[src/brl_pkg.sv]
// Package for the Bresenham line rasteriser: shared constants, opcode type
// and the structures passed between the setup, walker and top-level modules.
// No dependencies.
`default_nettype none

package brl_pkg;

    // Screen geometry and coordinate width
    localparam int SCREEN_WIDTH  = 320;
    localparam int SCREEN_HEIGHT = 240;
    localparam int COORD_BITS    = 12;

    // Derived widths: differences need one extra bit, the error term two
    localparam int DELTA_W  = COORD_BITS + 1;
    localparam int ERR_W    = COORD_BITS + 2;
    localparam int ADDR_W   = 32;
    localparam int COLOUR_W = 16;

    // Row pitch in the frame buffer is 1 KiB, pixels are two bytes
    localparam int ADDR_Y_SHIFT = 10;
    localparam int ADDR_X_SHIFT = 1;

    typedef enum logic {
        OP_LOAD = 1'b0,
        OP_STEP = 1'b1
    } opcode_t;

    typedef logic signed [COORD_BITS-1:0] coord_t;

    // Walk parameters worked out from a pair of endpoints
    typedef struct packed {
        logic                    steep;
        coord_t                  walk_major;
        coord_t                  walk_minor;
        coord_t                  major_end;
        logic [DELTA_W-1:0]      major_delta;
        logic [DELTA_W-1:0]      minor_delta;
        logic signed [ERR_W-1:0] error_term;
        logic signed [1:0]       minor_step;
    } setup_t;

    // One pixel as presented on the result channel
    typedef struct packed {
        logic                write_enable;
        coord_t              pixel_x;
        coord_t              pixel_y;
        logic [ADDR_W-1:0]   pixel_address;
        logic [COLOUR_W-1:0] pixel_colour;
        logic                last;
    } pixel_t;

endpackage

`default_nettype wire

[src/brl_setup.sv]
// Line setup: orders the endpoints, picks the major axis and derives the
// deltas, initial error term and minor step. Purely combinational.
// Depends on brl_pkg.
`default_nettype none

module brl_setup
    import brl_pkg::*;
(
    input  wire coord_t start_x,
    input  wire coord_t start_y,
    input  wire coord_t end_x,
    input  wire coord_t end_y,
    output setup_t      setup
);

    logic signed [DELTA_W-1:0] dx;
    logic signed [DELTA_W-1:0] dy;
    logic [DELTA_W-1:0]        abs_dx;
    logic [DELTA_W-1:0]        abs_dy;
    logic                      steep;
    coord_t                    a_maj, a_min, b_maj, b_min;
    coord_t                    p_maj, p_min, q_maj, q_min;
    logic signed [DELTA_W-1:0] maj_diff;
    logic signed [DELTA_W-1:0] min_diff;
    logic [DELTA_W-1:0]        abs_min;

    always_comb begin
        // steepness test on absolute differences
        dx     = {start_x[COORD_BITS-1], start_x} - {end_x[COORD_BITS-1], end_x};
        dy     = {start_y[COORD_BITS-1], start_y} - {end_y[COORD_BITS-1], end_y};
        abs_dx = dx[DELTA_W-1] ? DELTA_W'(-dx) : DELTA_W'(dx);
        abs_dy = dy[DELTA_W-1] ? DELTA_W'(-dy) : DELTA_W'(dy);
        steep  = abs_dy > abs_dx;

        // steep lines walk along y
        a_maj = steep ? start_y : start_x;
        a_min = steep ? start_x : start_y;
        b_maj = steep ? end_y   : end_x;
        b_min = steep ? end_x   : end_y;

        // order so that the major coordinate rises
        if (a_maj > b_maj) begin
            p_maj = b_maj;
            p_min = b_min;
            q_maj = a_maj;
            q_min = a_min;
        end else begin
            p_maj = a_maj;
            p_min = a_min;
            q_maj = b_maj;
            q_min = b_min;
        end

        maj_diff = {q_maj[COORD_BITS-1], q_maj} - {p_maj[COORD_BITS-1], p_maj};
        min_diff = {q_min[COORD_BITS-1], q_min} - {p_min[COORD_BITS-1], p_min};
        abs_min  = min_diff[DELTA_W-1] ? DELTA_W'(-min_diff) : DELTA_W'(min_diff);

        setup.steep       = steep;
        setup.walk_major  = p_maj;
        setup.walk_minor  = p_min;
        setup.major_end   = q_maj;
        setup.major_delta = DELTA_W'(maj_diff);
        setup.minor_delta = abs_min;
        setup.error_term  = -$signed({1'b0, DELTA_W'(maj_diff) >> 1});
        if (min_diff > 0) begin
            setup.minor_step = 2'sb01;
        end else if (min_diff < 0) begin
            setup.minor_step = 2'sb11;
        end else begin
            setup.minor_step = 2'sb00;
        end
    end

endmodule

`default_nettype wire

[src/brl_walker.sv]
// Bresenham walk state: holds the current line, advances one pixel per
// step and presents the current pixel with its on-screen flag and address.
// Depends on brl_pkg.
`default_nettype none

module brl_walker
    import brl_pkg::*;
(
    input  wire                 aclk,
    input  wire                 aresetn,
    input  wire                 load_en,
    input  wire                 step_en,
    input  wire setup_t         setup,
    input  wire [COLOUR_W-1:0]  load_colour,
    input  wire [ADDR_W-1:0]    frame_base,
    output pixel_t              pixel
);

    logic                    active_reg, active_next;
    logic                    steep_reg, steep_next;
    coord_t                  walk_major_reg, walk_major_next;
    coord_t                  walk_minor_reg, walk_minor_next;
    coord_t                  major_end_reg, major_end_next;
    logic [DELTA_W-1:0]      major_delta_reg, major_delta_next;
    logic [DELTA_W-1:0]      minor_delta_reg, minor_delta_next;
    logic signed [ERR_W-1:0] error_term_reg, error_term_next;
    logic signed [1:0]       minor_step_reg, minor_step_next;
    logic [COLOUR_W-1:0]     held_colour_reg, held_colour_next;

    logic signed [ERR_W-1:0] err_sum;
    logic                    fin;
    coord_t                  px, py;
    logic [ADDR_W-1:0]       x_off, y_off;
    logic                    on_screen;

    // current pixel
    always_comb begin
        px    = steep_reg ? walk_minor_reg : walk_major_reg;
        py    = steep_reg ? walk_major_reg : walk_minor_reg;
        fin   = walk_major_reg >= major_end_reg;
        x_off = ADDR_W'(signed'(px)) << ADDR_X_SHIFT;
        y_off = ADDR_W'(signed'(py)) << ADDR_Y_SHIFT;
        on_screen = !px[COORD_BITS-1] && !py[COORD_BITS-1]
                 && ({{(32-COORD_BITS){1'b0}}, px} < 32'(SCREEN_WIDTH))
                 && ({{(32-COORD_BITS){1'b0}}, py} < 32'(SCREEN_HEIGHT));

        if (active_reg) begin
            pixel.write_enable  = on_screen;
            pixel.pixel_x       = px;
            pixel.pixel_y       = py;
            pixel.pixel_address = frame_base + y_off + x_off;
            pixel.pixel_colour  = held_colour_reg;
            pixel.last          = fin;
        end else begin
            pixel = '0;
        end
    end

    // next walk state
    always_comb begin
        active_next      = active_reg;
        steep_next       = steep_reg;
        walk_major_next  = walk_major_reg;
        walk_minor_next  = walk_minor_reg;
        major_end_next   = major_end_reg;
        major_delta_next = major_delta_reg;
        minor_delta_next = minor_delta_reg;
        error_term_next  = error_term_reg;
        minor_step_next  = minor_step_reg;
        held_colour_next = held_colour_reg;
        err_sum = error_term_reg + $signed({1'b0, minor_delta_reg});

        if (load_en) begin
            active_next      = 1'b1;
            steep_next       = setup.steep;
            walk_major_next  = setup.walk_major;
            walk_minor_next  = setup.walk_minor;
            major_end_next   = setup.major_end;
            major_delta_next = setup.major_delta;
            minor_delta_next = setup.minor_delta;
            error_term_next  = setup.error_term;
            minor_step_next  = setup.minor_step;
            held_colour_next = load_colour;
        end else if (step_en && active_reg) begin
            if (err_sum >= 0) begin
                walk_minor_next = walk_minor_reg
                                + {{(COORD_BITS-2){minor_step_reg[1]}}, minor_step_reg};
                error_term_next = err_sum - $signed({1'b0, major_delta_reg});
            end else begin
                error_term_next = err_sum;
            end
            if (fin) begin
                active_next = 1'b0;
            end else begin
                walk_major_next = walk_major_reg + COORD_BITS'(1);
            end
        end
    end

    always_ff @(posedge aclk) begin
        if (!aresetn) begin
            active_reg      <= 1'b0;
            steep_reg       <= 1'b0;
            walk_major_reg  <= '0;
            walk_minor_reg  <= '0;
            major_end_reg   <= '0;
            major_delta_reg <= '0;
            minor_delta_reg <= '0;
            error_term_reg  <= '0;
            minor_step_reg  <= '0;
            held_colour_reg <= '0;
        end else begin
            active_reg      <= active_next;
            steep_reg       <= steep_next;
            walk_major_reg  <= walk_major_next;
            walk_minor_reg  <= walk_minor_next;
            major_end_reg   <= major_end_next;
            major_delta_reg <= major_delta_next;
            minor_delta_reg <= minor_delta_next;
            error_term_reg  <= error_term_next;
            minor_step_reg  <= minor_step_next;
            held_colour_reg <= held_colour_next;
        end
    end

`ifndef SYNTHESIS
    // a live walk never runs past its end point
    assert property (@(posedge aclk) disable iff (!aresetn)
        active_reg |-> walk_major_reg <= major_end_reg)
        else $error("walker passed its end point");

    // the error term never goes positive between steps
    assert property (@(posedge aclk) disable iff (!aresetn)
        error_term_reg <= 0)
        else $error("error term out of range");

    // the major axis is always the longer one
    assert property (@(posedge aclk) disable iff (!aresetn)
        minor_delta_reg <= major_delta_reg)
        else $error("minor delta exceeds major delta");

    // the last pixel of a line ends the walk
    assert property (@(posedge aclk) disable iff (!aresetn)
        (step_en && !load_en && active_reg && fin) |=> !active_reg)
        else $error("walk did not stop after its last pixel");
`endif

endmodule

`default_nettype wire

[src/bresenham_line_rasterizer.sv]
// Bresenham line rasteriser top level: stream handshake, frame base
// register and result register around the setup and walker logic.
// Depends on brl_pkg, brl_setup and brl_walker.
//
// Usage:
//   The input stream carries one word per command. s_tuser selects the
//   command: a load word latches two endpoints and a colour and gives no
//   result; a step word emits the next pixel of the line on the output
//   stream. The last pixel of a line carries m_tlast, after which the
//   engine is idle; a step while idle returns an all-zero word. m_tuser is
//   the write enable, low for pixels off screen.
//   frame_base is written through cfg_wr_en/cfg_wr_data while idle.
// Timing:
//   A step word's pixel appears on the output in the cycle after it is taken.
//   One word is taken every cycle unless the receiver stalls; the walk update
//   steps the error term, and a single output register holds the finished pixel.
//   If the receiver stalls with a pixel held, s_tready drops until that
//   pixel is taken; it stays high when the register drains in that cycle.
// Reset:
//   aresetn (synchronous, active low) clears the line state, the frame base
//   and the output valid.
`default_nettype none

module bresenham_line_rasterizer
    import brl_pkg::*;
(
    input  wire         aclk,
    input  wire         aresetn,
    // configuration
    input  wire         cfg_wr_en,
    input  wire [31:0]  cfg_wr_data,    // frame_base
    // command stream
    input  wire         s_tvalid,
    output logic        s_tready,
    input  wire [63:0]  s_tdata,        // start_x, start_y, end_x, end_y, line_colour
    input  wire         s_tuser,        // opcode
    // pixel stream
    output logic        m_tvalid,
    input  wire         m_tready,
    output logic [71:0] m_tdata,        // pixel_x, pixel_y, pixel_address, pixel_colour
    output logic        m_tuser,        // write_enable
    output logic        m_tlast         // last
);

    logic [ADDR_W-1:0] frame_base_reg;
    logic              m_valid_reg, m_valid_next;
    pixel_t            m_pixel_reg;
    logic              s_accept;
    opcode_t           opcode;
    logic              load_en, step_en;
    setup_t            setup;
    pixel_t            pixel;

    assign opcode   = opcode_t'(s_tuser);
    assign s_tready = !m_valid_reg || m_tready;
    assign s_accept = s_tvalid && s_tready;
    assign load_en  = s_accept && (opcode == OP_LOAD);
    assign step_en  = s_accept && (opcode == OP_STEP);

    brl_setup u_setup (
        .start_x (s_tdata[11:0]),
        .start_y (s_tdata[23:12]),
        .end_x   (s_tdata[35:24]),
        .end_y   (s_tdata[47:36]),
        .setup   (setup)
    );

    brl_walker u_walker (
        .aclk        (aclk),
        .aresetn     (aresetn),
        .load_en     (load_en),
        .step_en     (step_en),
        .setup       (setup),
        .load_colour (s_tdata[63:48]),
        .frame_base  (frame_base_reg),
        .pixel       (pixel)
    );

    // frame base register
    always_ff @(posedge aclk) begin
        if (!aresetn) begin
            frame_base_reg <= '0;
        end else if (cfg_wr_en) begin
            frame_base_reg <= cfg_wr_data;
        end
    end

    // output register
    always_comb begin
        m_valid_next = m_valid_reg;
        if (step_en) begin
            m_valid_next = 1'b1;
        end else if (m_tready) begin
            m_valid_next = 1'b0;
        end
    end

    always_ff @(posedge aclk) begin
        if (!aresetn) begin
            m_valid_reg <= 1'b0;
        end else begin
            m_valid_reg <= m_valid_next;
        end
    end

    always_ff @(posedge aclk) begin
        if (step_en) begin
            m_pixel_reg <= pixel;
        end
    end

    assign m_tvalid = m_valid_reg;
    assign m_tuser  = m_pixel_reg.write_enable;
    assign m_tlast  = m_pixel_reg.last;
    assign m_tdata  = {m_pixel_reg.pixel_colour, m_pixel_reg.pixel_address,
                       m_pixel_reg.pixel_y, m_pixel_reg.pixel_x};

`ifndef SYNTHESIS
    // a load word never produces a pixel
    assert property (@(posedge aclk) disable iff (!aresetn)
        (s_tvalid && s_tready && s_tuser == OP_LOAD && m_tready) |=> !m_tvalid)
        else $error("load produced a pixel");

    // every step word produces a pixel in the next cycle
    assert property (@(posedge aclk) disable iff (!aresetn)
        (s_tvalid && s_tready && s_tuser == OP_STEP) |=> m_tvalid)
        else $error("step produced no pixel");

    // an enabled write always has non-negative coordinates
    assert property (@(posedge aclk) disable iff (!aresetn)
        (m_tvalid && m_tuser) |-> (!m_tdata[11] && !m_tdata[23]))
        else $error("write enabled for a negative coordinate");
`endif

endmodule

`default_nettype wire

[config.mk]
export PLATFORM = sky130hd
export DESIGN_NAME = bresenham_line_rasterizer
export DESIGN_NICKNAME = d
export VERILOG_FILES = /design/src/brl_pkg.sv /design/src/brl_setup.sv /design/src/brl_walker.sv /design/src/bresenham_line_rasterizer.sv
export SDC_FILE = /design/constraint.sdc
export NUM_CORES = 1
export LEC_CHECK = 0
export BUFFER_PORTS_ARGS = -buffer_cell sky130_fd_sc_hd__buf_2
export CORE_MARGIN = 4
export CORE_UTILIZATION = 50
export DETAILED_ROUTE_END_ITERATION = 8
export PLACE_DENSITY_LB_ADDON = 0.25
export SETUP_SLACK_MARGIN = 0.1
export SYNTH_ARGS = -nofsm -noshare
export SYNTH_HDL_FRONTEND = slang
export SYNTH_HIERARCHICAL = 1
export SYNTH_SLANG_ARGS = --single-unit
[constraint.sdc]
create_clock -name aclk -period 10.7 [get_ports aclk]
set_input_delay 1.605 -clock aclk [delete_from_list [all_inputs] [get_ports aclk]]
set_output_delay 1.605 -clock aclk [all_outputs]
set_load 0.05 [all_outputs]
[Word-level counts from Yosys, hierarchy flattened]
Index checks and enable logic that the tools add are counted.
Widths: inputs -> output; s select.
Word-level totals
  register bits: 203
  output and inout port bits: 76
  logic and storage cells: 89
Cells by class
  add/sub/neg operators: 14
  order comparisons: 8
  equal/unequal tests: 1
  multiplexer cells: 29
  bitwise logic cells: 1
  reduce and logical (&&, ||, !) cells: 18
Operators with widths (count)
  $mux 12: 16
  $add 32x32->32: 2
  $sub 12x12->13: 4
  $mux 14: 3
  $mux 13: 3
  $neg 13->13: 3
  $add 14x14->14: 1
  $ge 14x1->1 const B: 1
  $neg 12->14: 1
  $sub 14x14->14: 1
  $gt 13x1->1 const B: 1
  $gt 13x13->1: 1
  $lt 13x1->1 const B: 1
  $add 12x12->12: 1
  $add 12x2->12 const B: 1
  $ge 12x12->1: 1
  $gt 12x12->1: 1
  $lt 12x8->1 const B: 1
  $lt 12x9->1 const B: 1
  $reduce_bool 2->1: 4
  $logic_and 1x1->1: 7
  $reduce_and 2->1: 3
  $mux 1: 5
  $mux 2: 2
  other kinds (4): 6

[Logic depth before layout (Yosys ltp)]
  depth in word-level cells: 11
  mapped depth: 63
  gate-level depth less buffers: 56

[Modules after synthesis]
The synthesis kept the hierarchy.
By module, submodules not included
  brl_walker: instances 1, cells each 1036, area each 8703.3 um2
  brl_setup: instances 1, cells each 791, area each 5186.2 um2
  bresenham_line_rasterizer: instances 1, cells each 183, area each 3518.4 um2

[Worst setup path before layout]
Ideal clock, no wire load.
  path kind: in2reg
  start point: input s_tdata[0]
  end point: register u_walker.minor_step_reg[0]
  arrival time: 11561 ps
  data required time: 10583 ps
  setup slack: -978 ps
  cell stages on the path: 58
  path buffers: 7
  cells stage by stage: inv_1 ha_1 fa_1 nor2b_1 o21ai_0 nand2b_1 nand2_1 nand2_1 a21o_1 a21o_1 a21o_1 a21o_1 a21o_1 nand2_1 a31o_2 clkbuf_1 o21ai_0 xor2_1 [... 22 more ...] ha_1 fa_1 nor2b_1 o21ai_0 nand2b_1 nand2_1 nand2_1 a21o_1 a21o_1 a21o_1 a21o_1 a21o_1 nand2_1 a31oi_1 inv_1 or4_1 mux2i_1 nor2b_1
RTL lines
  from (decl): line bresenham_line_rasterizer.sv:35  | input wire [63:0] s_tdata,
  to (signal assigned): line brl_walker.sv:121  | minor_step_reg <= minor_step_next;
  to (decl): line brl_walker.sv:27  | logic signed [1:0] minor_step_reg, minor_step_next;

==> impl_metrics.toml <==
[global_routing]
grt_max_degree = 96
overflow = 0
antenna_found_initial = 0
grt_pass1_vias = 14900
grt_usage_pct = 24.1
grt_pass1_wl_um = 76400

[floorplan]
core_area_mm2 = 0.0345
die_x_um = 195
num_rows = 68
io_pins = 178
die_area_mm2 = 0.0379
die_y_um = 195
start_util_pct = 50.5

[final_layout]
layout.nets = 2521
synthToLayoutAreaGrowth_pct = 17.8
antenna_cells = 0
seq_area_mm2 = 0.00480
multi_input_area_mm2 = 0.0121
instances_no_fill = 2713
fillCellCount = 3052
largest_reg_flops = 72
drive_gt1_share_pct = 19.8

[logic_synthesis]
synth_most_common_cell = "nand2_1"
synth-simple-area-share_pct = 19.5
synthAdderAreaFrac_pct = 14.3
yosysSeqAreaShare_pct = 27.6
synth.distinct_cells = 88
synth_compound_area_share_pct = 16.6
syn_nets = 2290
synth_top_area_cell = "dfxtp_1"
synth_seq_cells = 203
synth_top_family_by_area = "simple AND/OR/NAND/NOR gates"
synthMuxAreaShare_pct = 9.71
synth.top_cell.area_share_pct = 14.8
synthFlopType = "dfxtp_1"
netlist_area_mm2 = 0.0174
yosys_warnings = 6
synthCells = 2010
synth_common_cells = "nand2_1, nor2_1, ha_1"
synthTopCellsByArea = "dfxtp_1, edfxtp_1, ha_1"
synth-edff-count = 74
async_reset_ff_share_pct = 0
synthXorXnorAreaFrac_pct = 7.24
avgSynthCellArea_um2 = 8.66

[timing]
grt_setup_unrepaired = "false"
max_slew_margin_pct = 25.4
min_period_ps = 10170
worst_pin_slew_ps = 1090
setup_viol = 0
period_share_pct = 95.1
layout_setup_ws_ps = 526
hold_viol_final = 0
fmax_ghz = 0.0983
fin_worst_skew_ps = 20.1
drv_slew = 0
setup_tns_ps = 0

[clocking]
cts_root_buf = "clkbuf_16"
cts.path.max_buffers = 3
cts.sinks = 203
path_clk_slew_ps = 60
cts_tree = "yes"
numCtsBuffers = 23
clkLatencyLatePin_ps = 510
htreeDepth = 1
cts_hold_buf = 0

[route]
totalWireLength_um = 48100
wl_per_cell_um = 17.7
drt_first_iter_violations = 988
viasPerCell = 5.62
vias = 15200
drc = 0
ant_nets = 0
drt-pass1-iter-count = 6

[setup_path]
critical_path.max_fanout = 31
crit_arrival_ps = 10560
reg2reg_depth = 14
crit_path_start_kind = "input port"
cp-end-kind = "register"
worst_r2r_endpoint = "m_tdata[51]$_DFFE_PP_"
rr_startpoint = "u_walker/steep_reg$_SDFFE_PN0P_"
crit_slowest_cell = "or4b_4"
critPathMaxStageDelay_ps = 570
worst_ep_required_time_ps = 11090
r2r_slack_ps = 5800
path_class = "input port to register"

[min_path]
hold-path-cell-count = 2
min_to = "u_walker/error_term_reg[0]$_SDFFE_PN0P_"
hp-start = "u_walker/error_term_reg[0]$_SDFFE_PN0P_"
hold_class = "register to register"

[status]
outcome = "finished, final reports clean"

[placement]
place_ws_ps = -182
dp_cells = 2659
hpwl_um = 37300
port-buffer-count = 177
gp_congestion = 0.927

[job]
maxCapViolCount = 0
## cells in the final DEF, fill, tap and decap left out, types with 7 or more instances in the layout
cell | netlist | layout
o21ai_1 | 3 | 14
a31oi_1 | 28 | 23
a21boi_0 | 11 | 10
dfxtp_1 | 129 | 129
buf_4 | 4 | 111
nand3_1 | 22 | 22
edfxtp_1 | 74 | 74
o21bai_1 | 8 | 8
or2_2 | 9 | 8
fa_1 | 28 | 25
a21o_1 | 64 | 64
or3_1 | 11 | 9
xnor2_1 | 79 | 76
nand4_1 | 20 | 20
nor2_1 | 156 | 155
nand2b_1 | 26 | 26
nand2_1 | 169 | 161
ha_1 | 150 | 143
a211oi_1 | 15 | 15
nor3_1 | 31 | 31
a21oi_1 | 137 | 132
mux2_2 | 23 | 20
nor4_1 | 11 | 9
o211ai_1 | 11 | 11
mux2i_1 | 139 | 138
nor2b_1 | 123 | 123
nand2_2 | 0 | 7
and2_1 | 44 | 44
o21a_1 | 10 | 10
clkbuf_16 | 0 | 23
o21ai_0 | 89 | 76
buf_2 | 4 | 176
xor2_1 | 63 | 60
inv_1 | 117 | 115
and3_1 | 11 | 9
## worst max path at each step
stage	startpoint	to	slack (ps)
floorplan	s_tdata[25]	u_walker/minor_step_reg[0]$_SDFFE_PN0P_	100
global placement	s_tdata[25]	u_walker/error_term_reg[13]$_SDFFE_PN0P_	-10
detailed placement	s_tdata[25]	u_walker/error_term_reg[10]$_SDFFE_PN0P_	-180
CTS	s_tdata[25]	u_walker/error_term_reg[10]$_SDFFE_PN0P_	310
global route	s_tdata[0]	u_walker/minor_step_reg[0]$_SDFFE_PN0P_	70
finish	s_tdata[25]	u_walker/error_term_reg[10]$_SDFFE_PN0P_	530
## routing by layer
metal | wire length (µm) | up-vias | global-route usage, % | part of all wire [%]
met4 | 1350 | 0 | 7.63 | 2.8
met5 | 0 | - | 0 | 0
met2 | 23100 | 469 | 41.4 | 48
met1 | 21100 | 7125 | 31.8 | 44
li1 | - | 7556 | - | -
met3 | 2580 | 99 | 2.77 | 5.4
## worst max-delay path: cells and delay by family
kind | cells | cell delay [ps]
AO/OA/AOI/OAI | 10 | 2050
XOR/XNOR | 3 | 330
adder cells (fa/ha/maj) | 5 | 1310
buffers and inverters | 6 | 810
multiplexers | 2 | 420
AND/OR/NAND/NOR | 16 | 4020
## stage by stage
stage	area, µm²	util [%]	hold slack (ps)
after floorplan	17600	-	452
after global placement	19300	56.1	468
after detailed placement	19300	56.1	480
after CTS	20100	58.4	488
after global routing	20500	59.5	535
final	20500	59.5	489
## final cells by class
cell class | instances | area share, %
Tap cell | 455 | 2.78
Timing Repair Buffer | 294 | 8.76
Multi-Input combinational cell | 1601 | 58.9
Sequential cell | 203 | 23.4
Clock buffer | 28 | 2.95
Inverter | 118 | 2.16
Clock inverter | 14 | 1.01
## timing repair
action | 4_1_cts | 5_1_grt
endpoints found under the hold margin | 0 | 0
setup buffers | 0 | 11
setup endpoints to repair | 0 | 24
gates resized for setup | 0 | 75
## cells by family (layout without fill, tap and decap cells)
family | Yosys count | after routing
flip-flops | 203 | 203
buffers and inverters | 207 | 454
XOR/XNOR | 143 | 143
AO/OA/AOI/OAI | 443 | 443
AND/OR/NAND/NOR | 666 | 667
adder cells (fa/ha/maj) | 183 | 183
multiplexers | 165 | 165
Power is not shown: default switching activity piles up to over one toggle a cycle in this logic, so the estimate is an artifact.
